`src/hw/rtl/hsmc_pkg.sv`:
```
// Shared types and codes for the handle-to-slot map compactor.
// Used by the controller, the datapath and the port checker.
package hsmc_pkg;

    localparam logic [1:0] ACT_ADD = 2'd0;
    localparam logic [1:0] ACT_DEL = 2'd1;
    localparam logic [1:0] ACT_RES = 2'd2;

    localparam logic [1:0] ST_OK       = 2'd0;
    localparam logic [1:0] ST_FULL     = 2'd1;
    localparam logic [1:0] ST_NOHANDLE = 2'd2;

    typedef enum logic [1:0] {
        RD_NONE,
        RD_HANDLE,
        RD_SCAN
    } rd_src_t;

    typedef enum logic [2:0] {
        WR_NONE,
        WR_ADD,
        WR_MOVE,
        WR_FREE,
        WR_CLEAR
    } wr_kind_t;

    typedef enum logic [2:0] {
        OUT_NONE,
        OUT_FULL,
        OUT_NOHANDLE,
        OUT_RESOLVE,
        OUT_ADD,
        OUT_DELETE
    } out_kind_t;

    typedef struct packed {
        logic      capture;
        logic      scan_clr;
        logic      scan_step;
        rd_src_t   rd_src;
        wr_kind_t  wr_kind;
        logic      dest_load;
        logic      move_set;
        out_kind_t out_kind;
    } cmd_t;

    typedef struct packed {
        logic [1:0] act;
        logic       full;
        logic       h_in_range;
        logic       rd_fresh;
        logic       rd_valid;
        logic       rd_is_last;
        logic       scan_end;
        logic       clear_end;
    } sts_t;

endpackage

```
`src/hw/rtl/hsmc_datapath.sv`:
```
// Datapath of the handle-to-slot map compactor: handle table memory, scan index,
// slot count and result registers. Depends on hsmc_pkg; driven by hsmc_ctrl.
module hsmc_datapath import hsmc_pkg::*; #(
    parameter int SLOTS = 64
) (
    input  logic       clk,
    input  logic       rst_n,
    input  cmd_t       cmd,
    output sts_t       sts,
    input  logic [1:0] action,
    input  logic [5:0] handle,
    output logic [1:0] status,
    output logic [5:0] handle_out,
    output logic [5:0] slot,
    output logic       move_valid,
    output logic [5:0] move_from,
    output logic [6:0] used_count
);

    localparam int IW = $clog2(SLOTS);
    localparam int CW = $clog2(SLOTS + 1);

    logic [IW:0]    mem [SLOTS];

    logic [1:0]     action_reg;
    logic [5:0]     handle_reg;
    logic [IW-1:0]  scan_idx_reg, scan_idx_next;
    logic [IW-1:0]  rd_idx_reg;
    logic [IW:0]    rd_data_reg;
    logic           rd_fresh_reg;
    logic [IW-1:0]  dest_reg;
    logic           mv_reg;
    logic [CW-1:0]  count_reg, count_next;

    logic [1:0]     status_reg, status_next;
    logic [5:0]     handle_out_reg, handle_out_next;
    logic [5:0]     slot_reg, slot_next;
    logic           move_valid_reg, move_valid_next;
    logic [5:0]     move_from_reg, move_from_next;
    logic [6:0]     used_count_reg, used_count_next;

    logic [IW+5:0]  h_wide;
    logic [IW-1:0]  h_idx;
    logic [CW-1:0]  last_c;
    logic [IW-1:0]  last;
    logic [IW-1:0]  rd_addr;
    logic           rd_en;
    logic           wr_en;
    logic [IW-1:0]  wr_addr;
    logic [IW:0]    wr_data;
    logic [IW+5:0]  rd_idx_w, rd_slot_w, cnt_slot_w, dest_w, last_w;
    logic [CW+6:0]  cnt_next_w, cnt_w;

    assign h_wide  = {{IW{1'b0}}, handle_reg};
    assign h_idx   = h_wide[IW-1:0];
    assign last_c  = count_reg - CW'(1);
    assign last    = last_c[IW-1:0];
    assign rd_en   = (cmd.rd_src != RD_NONE);
    assign rd_addr = (cmd.rd_src == RD_HANDLE) ? h_idx : scan_idx_reg;

    assign sts.act        = action_reg;
    assign sts.full       = (count_reg == CW'(SLOTS));
    assign sts.h_in_range = (32'(handle_reg) < 32'(SLOTS));
    assign sts.rd_fresh   = rd_fresh_reg;
    assign sts.rd_valid   = rd_data_reg[IW];
    assign sts.rd_is_last = (rd_data_reg[IW-1:0] == last);
    assign sts.scan_end   = (rd_idx_reg == IW'(SLOTS - 1));
    assign sts.clear_end  = (scan_idx_reg == IW'(SLOTS - 1));

    always_comb
    begin
        if (cmd.scan_clr)
        begin
            scan_idx_next = '0;
        end
        else if (cmd.scan_step)
        begin
            scan_idx_next = (scan_idx_reg == IW'(SLOTS - 1)) ? '0 : scan_idx_reg + IW'(1);
        end
        else
        begin
            scan_idx_next = scan_idx_reg;
        end
    end

    always_comb
    begin
        wr_en      = 1'b0;
        wr_addr    = rd_idx_reg;
        wr_data    = '0;
        count_next = count_reg;
        case (cmd.wr_kind)
            WR_ADD:
            begin
                wr_en      = 1'b1;
                wr_addr    = rd_idx_reg;
                wr_data    = {1'b1, count_reg[IW-1:0]};
                count_next = count_reg + CW'(1);
            end
            WR_MOVE:
            begin
                wr_en   = 1'b1;
                wr_addr = rd_idx_reg;
                wr_data = {1'b1, dest_reg};
            end
            WR_FREE:
            begin
                wr_en      = 1'b1;
                wr_addr    = h_idx;
                wr_data    = '0;
                count_next = count_reg - CW'(1);
            end
            WR_CLEAR:
            begin
                wr_en   = 1'b1;
                wr_addr = scan_idx_reg;
                wr_data = '0;
            end
            default:
            begin
                wr_en = 1'b0;
            end
        endcase
    end

    assign rd_idx_w   = {6'b0, rd_idx_reg};
    assign rd_slot_w  = {6'b0, rd_data_reg[IW-1:0]};
    assign cnt_slot_w = {6'b0, count_reg[IW-1:0]};
    assign dest_w     = {6'b0, dest_reg};
    assign last_w     = {6'b0, last};
    assign cnt_next_w = {7'b0, count_next};
    assign cnt_w      = {7'b0, count_reg};

    always_comb
    begin
        status_next     = ST_OK;
        handle_out_next = handle_reg;
        slot_next       = '0;
        move_valid_next = 1'b0;
        move_from_next  = '0;
        used_count_next = cnt_w[6:0];
        case (cmd.out_kind)
            OUT_FULL:
            begin
                status_next = ST_FULL;
            end
            OUT_NOHANDLE:
            begin
                status_next = ST_NOHANDLE;
            end
            OUT_RESOLVE:
            begin
                slot_next = rd_slot_w[5:0];
            end
            OUT_ADD:
            begin
                handle_out_next = rd_idx_w[5:0];
                slot_next       = cnt_slot_w[5:0];
                used_count_next = cnt_next_w[6:0];
            end
            OUT_DELETE:
            begin
                slot_next       = dest_w[5:0];
                move_valid_next = mv_reg;
                move_from_next  = mv_reg ? last_w[5:0] : 6'b0;
                used_count_next = cnt_next_w[6:0];
            end
            default:
            begin
                status_next = ST_OK;
            end
        endcase
    end

    always_ff @(posedge clk or negedge rst_n)
    begin
        if (!rst_n)
        begin
            scan_idx_reg <= '0;
            rd_fresh_reg <= 1'b0;
            count_reg    <= '0;
        end
        else
        begin
            scan_idx_reg <= scan_idx_next;
            rd_fresh_reg <= rd_en;
            count_reg    <= count_next;
        end
    end

    always_ff @(posedge clk)
    begin
        if (wr_en)
        begin
            mem[wr_addr] <= wr_data;
        end
        if (rd_en)
        begin
            rd_data_reg <= mem[rd_addr];
            rd_idx_reg  <= rd_addr;
        end
    end

    always_ff @(posedge clk)
    begin
        if (cmd.capture)
        begin
            action_reg <= action;
            handle_reg <= handle;
        end
        if (cmd.capture)
        begin
            mv_reg <= 1'b0;
        end
        else if (cmd.move_set)
        begin
            mv_reg <= 1'b1;
        end
        if (cmd.dest_load)
        begin
            dest_reg <= rd_data_reg[IW-1:0];
        end
        if (cmd.out_kind != OUT_NONE)
        begin
            status_reg     <= status_next;
            handle_out_reg <= handle_out_next;
            slot_reg       <= slot_next;
            move_valid_reg <= move_valid_next;
            move_from_reg  <= move_from_next;
            used_count_reg <= used_count_next;
        end
    end

    assign status     = status_reg;
    assign handle_out = handle_out_reg;
    assign slot       = slot_reg;
    assign move_valid = move_valid_reg;
    assign move_from  = move_from_reg;
    assign used_count = used_count_reg;

endmodule

```
`src/hw/rtl/hsmc_ctrl.sv`:
```
// Controller state machine of the handle-to-slot map compactor.
// Depends on hsmc_pkg; sequences hsmc_datapath through cmd_t and sts_t.
module hsmc_ctrl import hsmc_pkg::*; (
    input  logic clk,
    input  logic rst_n,
    input  logic in_valid,
    output logic in_stall,
    output logic out_valid,
    input  logic out_stall,
    input  sts_t sts,
    output cmd_t cmd
);

    typedef enum logic [2:0] {
        S_CLEAR,
        S_IDLE,
        S_DISPATCH,
        S_LOOK,
        S_ASCAN,
        S_DSCAN,
        S_FREE
    } state_t;

    state_t state_reg, state_next;
    logic   out_valid_reg, out_valid_next;

    always_comb
    begin
        state_next = state_reg;
        cmd        = '{capture: 1'b0, scan_clr: 1'b0, scan_step: 1'b0, rd_src: RD_NONE,
                       wr_kind: WR_NONE, dest_load: 1'b0, move_set: 1'b0,
                       out_kind: OUT_NONE};
        unique case (state_reg)
            S_CLEAR:
            begin
                cmd.wr_kind   = WR_CLEAR;
                cmd.scan_step = 1'b1;
                if (sts.clear_end)
                begin
                    state_next = S_IDLE;
                end
            end
            S_IDLE:
            begin
                if (in_valid)
                begin
                    cmd.capture = 1'b1;
                    state_next  = S_DISPATCH;
                end
            end
            S_DISPATCH:
            begin
                if (!out_valid_reg)
                begin
                    if (sts.act == ACT_ADD)
                    begin
                        if (sts.full)
                        begin
                            cmd.out_kind = OUT_FULL;
                            state_next   = S_IDLE;
                        end
                        else
                        begin
                            cmd.scan_clr = 1'b1;
                            state_next   = S_ASCAN;
                        end
                    end
                    else if (!sts.h_in_range)
                    begin
                        cmd.out_kind = OUT_NOHANDLE;
                        state_next   = S_IDLE;
                    end
                    else
                    begin
                        cmd.rd_src = RD_HANDLE;
                        state_next = S_LOOK;
                    end
                end
            end
            S_LOOK:
            begin
                if (!sts.rd_valid)
                begin
                    cmd.out_kind = OUT_NOHANDLE;
                    state_next   = S_IDLE;
                end
                else if (sts.act == ACT_DEL)
                begin
                    cmd.dest_load = 1'b1;
                    if (sts.rd_is_last)
                    begin
                        state_next = S_FREE;
                    end
                    else
                    begin
                        cmd.scan_clr = 1'b1;
                        state_next   = S_DSCAN;
                    end
                end
                else
                begin
                    cmd.out_kind = OUT_RESOLVE;
                    state_next   = S_IDLE;
                end
            end
            S_ASCAN:
            begin
                cmd.rd_src    = RD_SCAN;
                cmd.scan_step = 1'b1;
                if (sts.rd_fresh && !sts.rd_valid)
                begin
                    cmd.wr_kind  = WR_ADD;
                    cmd.out_kind = OUT_ADD;
                    state_next   = S_IDLE;
                end
                else if (sts.rd_fresh && sts.scan_end)
                begin
                    cmd.out_kind = OUT_FULL;
                    state_next   = S_IDLE;
                end
            end
            S_DSCAN:
            begin
                cmd.rd_src    = RD_SCAN;
                cmd.scan_step = 1'b1;
                if (sts.rd_fresh && sts.rd_valid && sts.rd_is_last)
                begin
                    cmd.wr_kind  = WR_MOVE;
                    cmd.move_set = 1'b1;
                    state_next   = S_FREE;
                end
                else if (sts.rd_fresh && sts.scan_end)
                begin
                    state_next = S_FREE;
                end
            end
            S_FREE:
            begin
                cmd.wr_kind  = WR_FREE;
                cmd.out_kind = OUT_DELETE;
                state_next   = S_IDLE;
            end
            default:
            begin
                state_next = S_IDLE;
            end
        endcase
    end

    always_comb
    begin
        if (cmd.out_kind != OUT_NONE)
        begin
            out_valid_next = 1'b1;
        end
        else
        begin
            out_valid_next = out_valid_reg && out_stall;
        end
    end

    always_ff @(posedge clk or negedge rst_n)
    begin
        if (!rst_n)
        begin
            state_reg     <= S_CLEAR;
            out_valid_reg <= 1'b0;
        end
        else
        begin
            state_reg     <= state_next;
            out_valid_reg <= out_valid_next;
        end
    end

    assign in_stall  = (state_reg != S_IDLE);
    assign out_valid = out_valid_reg;

endmodule

```
`src/hw/rtl/handle_slot_map_compactor_top.sv`:
```
// Handle-to-slot map compactor, top level: joins hsmc_ctrl and hsmc_datapath.
// Each transaction ends in a registered result. An add scans the table for a free entry; a
// delete of a slot other than the last scans for the entry that holds the last slot. A scan
// stops at table index SLOTS-1 at the latest and reads one entry per cycle from one port.
// Throughput: one item at a time; the next transaction is taken the cycle after the result
// is registered and held until that result is taken. Reset: table clear, in_stall high.
module handle_slot_map_compactor_top import hsmc_pkg::*; #(
    parameter int SLOTS = 64
) (
    input  logic       clk,
    input  logic       rst_n,
    input  logic       in_valid,
    output logic       in_stall,
    input  logic [1:0] action,
    input  logic [5:0] handle,
    output logic       out_valid,
    input  logic       out_stall,
    output logic [1:0] status,
    output logic [5:0] handle_out,
    output logic [5:0] slot,
    output logic       move_valid,
    output logic [5:0] move_from,
    output logic [6:0] used_count
);

    cmd_t cmd;
    sts_t sts;

    hsmc_ctrl u_ctrl (
        .clk       (clk),
        .rst_n     (rst_n),
        .in_valid  (in_valid),
        .in_stall  (in_stall),
        .out_valid (out_valid),
        .out_stall (out_stall),
        .sts       (sts),
        .cmd       (cmd)
    );

    hsmc_datapath #(
        .SLOTS (SLOTS)
    ) u_datapath (
        .clk        (clk),
        .rst_n      (rst_n),
        .cmd        (cmd),
        .sts        (sts),
        .action     (action),
        .handle     (handle),
        .status     (status),
        .handle_out (handle_out),
        .slot       (slot),
        .move_valid (move_valid),
        .move_from  (move_from),
        .used_count (used_count)
    );

endmodule

```
`config.mk`:
```
export PLATFORM = sky130hd
export DESIGN_NAME = handle_slot_map_compactor_top
export DESIGN_NICKNAME = d
export VERILOG_FILES = /design/src/hw/rtl/hsmc_pkg.sv /design/src/hw/rtl/hsmc_datapath.sv /design/src/hw/rtl/hsmc_ctrl.sv /design/src/hw/rtl/handle_slot_map_compactor_top.sv
export SDC_FILE = /design/constraint.sdc
export NUM_CORES = 1
export LEC_CHECK = 0
export BUFFER_PORTS_ARGS = -buffer_cell sky130_fd_sc_hd__buf_2
export CAP_MARGIN = 20
export CORE_AREA = 2 2 206 289
export CTS_BUF_LIST = sky130_fd_sc_hd__clkbuf_8
export CTS_CLUSTER_SIZE = 12
export DETAILED_ROUTE_END_ITERATION = 8
export DIE_AREA = 0 0 208 291
export PLACE_DENSITY = 0.55
export SLEW_MARGIN = 40
export SYNTH_ARGS = -nofsm -noshare
export SYNTH_HDL_FRONTEND = slang
export SYNTH_HIERARCHICAL = 1
export SYNTH_SLANG_ARGS = --single-unit
export TNS_END_PERCENT = 5
```
`constraint.sdc`:
```
create_clock -name clk -period 11.6 [get_ports clk]
set_input_delay 1.74 -clock clk [delete_from_list [all_inputs] [get_ports clk]]
set_output_delay 1.74 -clock clk [all_outputs]
set_load 0.02 [all_outputs]
```
Yosys cells after proc, flatten, opt, wreduce, memory -nomap -nowiden

Memories as Yosys holds them, arrays and structs flattened. A register that Yosys moved wholly into a read port is not among the register bits.
Index checks and enable logic that the tools add are counted.

Logic and storage cells: 121
Input bits: 12
Register bits: 67
Memories: 1
Output and inout port bits: 30
RAM bits: 448

$add $sub $neg: 3
Multiplexer cells: 57
Eq/ne operators: 27
Reduce and logical (&&, ||, !) cells: 17

Memory list:

| memory         | words | bits a word | rd ports | clocked after Yosys merged registers in | write ports | line                | source |
|---|---|---|---|---|---|---|---|
| u_datapath.mem | 64    | 7           | 1        | 1                                       | 1           | hsmc_datapath.sv:23 | `logic [IW:0] mem [SLOTS];` |

Operator list:

| operator            | count |
|---|---|
| $mux 3              | 14 |
| $mux 6              | 5 |
| $pmux 7 s2          | 2 |
| $pmux 3 s4          | 2 |
| $mux 1              | 23 |
| $eq 3x2->1 const B  | 6 |
| $eq 3x3->1 const B  | 6 |
| $pmux 3 s6          | 1 |
| $pmux 6 s3          | 1 |
| $eq 6x6->1 const B  | 2 |
| $pmux 6 s2          | 1 |
| $eq 3x1->1 const B  | 3 |
| $ne 3x1->1 const B  | 3 |
| $mux 2              | 4 |
| $pmux 2 s2          | 2 |
| $add 7x1->7 const B | 1 |
| $eq 7x7->1 const B  | 1 |
| $mux 7              | 1 |
| $sub 7x1->7 const B | 1 |
| $add 6x1->6 const B | 1 |
| $eq 6x6->1          | 1 |
| $ne 2x2->1 const B  | 3 |
| $logic_and 1x1->1   | 5 |
| $reduce_and 5->1    | 1 |
| other kinds (11)    | 14 |

Logic depth before layout (Yosys ltp)

Word-level depth: 10
Gate-level depth with buffers: 19
Gate-level depth less buffers: 16

Modules after synthesis

The synthesis kept the hierarchy.

By module, submodules not included:

| module        | area each (sq um) | seq. area each (sq um) | times used | cells each |
|---|---|---|---|---|
| hsmc_datapath | 22366.5           | 15474.8                | 1          | 1534 |
| hsmc_ctrl     | 555.5             | 100.1                  | 1          | 84 |

Worst setup path before layout

OpenSTA, ideal clock, no wires.

Path type: reg-to-reg
Start: register u_datapath.count_reg[0]
End: memory u_datapath/mem[0][0] (netlist name), data pin
Data arrival time: 4.852 ns
Stages on the path, launching flop included: 18
Slack: 6.249 ns
Required time: 11.101 ns
Clock period less this slack: 5.351 ns
Library setup time: 0.499 ns
Path buffers: 3
Cell sequence: dfrtp_1 > clkbuf_1 > inv_1 > ha_1 > nand2_1 > xnor2_1 > xnor2_1 > nand4_1 > nor3_1 > nand2_1 > nor4_1 > o21bai_1 > clkbuf_1 > buf_2 > inv_1 > nor2_1 > a22oi_1 > nor2_1

RTL lines:

| what                     | line                 | source |
|---|---|---|
| start: declaration       | hsmc_datapath.sv:33  | `logic [CW-1:0] count_reg, count_next;` |
| start signal: assignment | hsmc_datapath.sv:187 | `count_reg <= count_next;` |
| end: declaration         | hsmc_datapath.sv:23  |  |

==> metrics.txt <==
outcome finished, final reports clean; post-CTS setup buffers 0; antenna violations before repair 1; routed wire length 61400 um; GPL Wtd Cong 0.863; syn avg cell area 14.2 um2; Worst Path Class, Setup flop to flop; required time of the critical path 12.11 ns; Worst-path clk slew 0.06 ns; CTS tree built; CP cell instances nand2b_2 -> or3_1 -> nor2_1 -> and3b_2 -> buf_4 -> a21oi_4 -> buf_4 -> inv_2 -> buf_4 -> a211oi_1 -> nor4_1 -> a2111oi_0 -> buf_4 -> nand4_1; number of flops mapped to enable cells by yosys 503; Yosys reg bits 522; Worst Skew 0.0276 ns; Largest register FFs 448; Mapped Nets 1634; endpoint kind of the worst setup timing path flop; Synth cell types 76; final non-filler cell total 2476; setup TNS 0 ns; Final HPWL DP 39000 um; row count 105; placed cells 2333; CP Launch Type flop; cell mode on critical path buf_4; WL per Instance 24.8 um; Power Dens Cells 139 nW/um2; sequential area share after synthesis 67.9%; post-route ant nets 0; Layout fillers 5260; PortBufs 41; GR Overflow Total 0; Post-Syn Area 22900 um2; RSZ-0062 raised after global routing no; Rel. slew slack 37.4%; Num Clock Sinks 522; die area 60500 um2; CTS-repair resized insts 0; worst-margin pin slew 0.933 ns; FMAX 164 MHz; Root Driver clkbuf_8; Post-Place Worst Slack 5.57 ns; Top reg by flops u_datapath/mem; Max Slew Vio Count 0; Max-cap violations 0; HP Class flop to flop; slowest stage cell, crit path nor4_1; asr flop ratio synth 3.45%; Iter 0 DRT Violations 1166; first-pass GRT wire length 91400 um; critical path's largest stage delay 0.79 ns; total number of vias 13992; worst-path fanout max 60; Starting Density 39.5%; vias per cell 5.65; worst vdd ir 69.1 uV; critical path arrival 6.61 ns; final setup violation count 0; Area growth syn-to-layout 10.9%; Final Hold Viols 0; Reg2Reg Setup Slack 5.50 ns; synth warn 6; Die Y 291 um; Clock Tree Buf Depth 3; leakage 7.92 nW; htree depth 3; Num CTS Buffers 80; crit-path leading delay family buffers and inverters; critical path buffer and inverter count 5; layout cells sized above 1 16.3%; post-route minimum period 6.10 ns; setup ws final 5.50 ns; drt drc 0; ys flop type edfxtp_1; Pre-antenna DRT Iters 5; die width 208 um; All-Layer GR Usage 20.2%; largest net degree at the start of global routing 67; Core Region 58100 um2; fin crit share 52.6%; I/O pin count 42; hold-fix buffers at CTS 0; final net count 1683; clock latency on the worst-skew pair 0.68 ns; Syn Inst Count 1618; vias in the first global route 14390; Core Util, Final 43.8%
[layout by cell type, fill, tap and decap left out, drive strengths merged, types with 6 or more instances in the layout]
master | netlist | layout
a22oi | 8 | 8
mux2 | 37 | 37
nand2b | 8 | 8
xnor2 | 14 | 14
and3 | 6 | 6
dfrtp | 18 | 18
or3 | 15 | 15
a221oi | 14 | 14
nor3 | 9 | 9
o311ai | 8 | 8
mux2i | 112 | 112
mux4 | 28 | 28
a31oi | 7 | 7
o21ai | 26 | 26
o32ai | 15 | 15
a2111oi | 7 | 7
o22ai | 15 | 15
buf | 60 | 75
nor2b | 35 | 35
clkbuf | 48 | 81
nand2 | 111 | 111
nor2 | 156 | 156
edfxtp | 503 | 503
inv | 67 | 95
a211oi | 107 | 107
xor2 | 7 | 7
nor3b | 8 | 8
nor4 | 30 | 30
nand3 | 9 | 9
a21oi | 71 | 71
nand4 | 10 | 10
clkinv | 0 | 23
bufinv | 0 | 6
[stage by stage]
step | hold slack [ns] | total power (W) | cell area (um2)
4_1_cts | 0.513 | 0.00359 | 25400
2_1_floorplan | 0.440 | 0.00208 | 22900
3_5_place_dp | 0.501 | 0.00208 | 23900
3_3_place_gp | 0.497 | 0.00208 | 23800
6_report | 0.511 | 0.00354 | 25400
5_1_grt | 0.536 | 0.00366 | 25400
[worst register-to-register path: stages, from the launching register on]
cell and delay, ns:
dfrtp_1 0.68, nand2b_2 0.17, or3_1 0.37, nor2_1 0.54, and3b_2 0.30, buf_4 0.53, a21oi_4 0.04, buf_4 0.38
inv_2 0.62, buf_4 0.67, a211oi_1 0.24, nor4_1 0.79, a2111oi_0 0.28, buf_4 0.22, nand4_1 0.13
[where the power goes]
group,switching [W],leakage (nW),internal (W),total (W)
clock network,0.000718,0.865,0.000787,0.00151
registers,0.0000000000000000000284,3.79,0.00204,0.00204
logic,0.00000217,3.27,0.00000132,0.00000349
[metal layers]
layer	vias up	share of wire, %	GRT usage [%]	routed length (um)
li1	6336	-	-	-
met1	7075	38	22.8	23200
met2	447	54	37.2	32900
met3	134	5.0	3.53	3080
met4	0	3.6	8.61	2210
met5	-	0	0	0
[cell usage after synthesis (5+ instances only)]
library cell	number	area, um2
nand4_1	10	62.6
a211oi_1	107	803
and3_1	6	37.5
nand3_1	9	45.0
buf_6	12	135
nor4_1	30	188
buf_4	7	52.6
o22ai_1	15	93.8
o21ai_0	25	125
a2111oi_0	7	61.3
clkbuf_1	47	176
nor3b_1	8	60.1
nor2b_1	35	219
buf_2	37	185
xor2_1	7	61.3
nand2_1	111	417
nand2b_1	7	43.8
xnor2_1	14	123
dfrtp_1	18	450
mux2i_1	110	1100
mux2_2	37	417
inv_1	64	240
a21oi_1	70	350
nor2_1	156	586
a22oi_1	8	60.1
o32ai_1	14	123
a221oi_1	14	123
o221ai_1	5	43.8
nor3_1	9	45.0
mux4_2	28	631
o311ai_0	8	70.1
edfxtp_1	503	15100
or3_1	15	93.8
[layout make-up]
type	count	area, um2	share of cell area [%]
Inverter	67	251	0.989
Sequential cell	522	15600	61.3
Multi-Input combinational cell	921	6630	26.1
Clock inverter	60	424	1.67
Antenna cell	1	2.50	0.00984
Tap cell	749	937	3.68
Timing Repair Buffer	75	492	1.93
Clock buffer	81	1110	4.38
[kinds of logic after synthesis]
group | share of synthesized area, %
xor gates and xnor gates | 0.802
AOI/OAI and AO/OA | 9.13
and+or+nand+nor | 8.78
adders and majority gates | 0.218
DFF | 67.9
buffers and inverters | 3.58
muxes | 9.53
other | 0.0164
[final timing paths]
path,end,cells past startpoint,startpoint
max,u_datapath/rd_data_reg[3]$_DFFE_PP_,14,u_ctrl/state_reg[1]$_DFFE_PN0P_
min,u_datapath/count_reg[6]$_DFF_PN0_,1,u_datapath/count_reg[6]$_DFF_PN0_
max reg2reg,u_datapath/rd_data_reg[3]$_DFFE_PP_,14,u_ctrl/state_reg[1]$_DFFE_PN0P_
min reg2reg,u_datapath/count_reg[6]$_DFF_PN0_,1,u_datapath/count_reg[6]$_DFF_PN0_
max in group asynchronous,u_datapath/scan_idx_reg[0]$_DFFE_PN0P_,1,rst_n
min in group asynchronous,u_ctrl/state_reg[0]$_DFFE_PN0P_,1,rst_n
No activity file was read; power rests on OpenSTA's default activity.
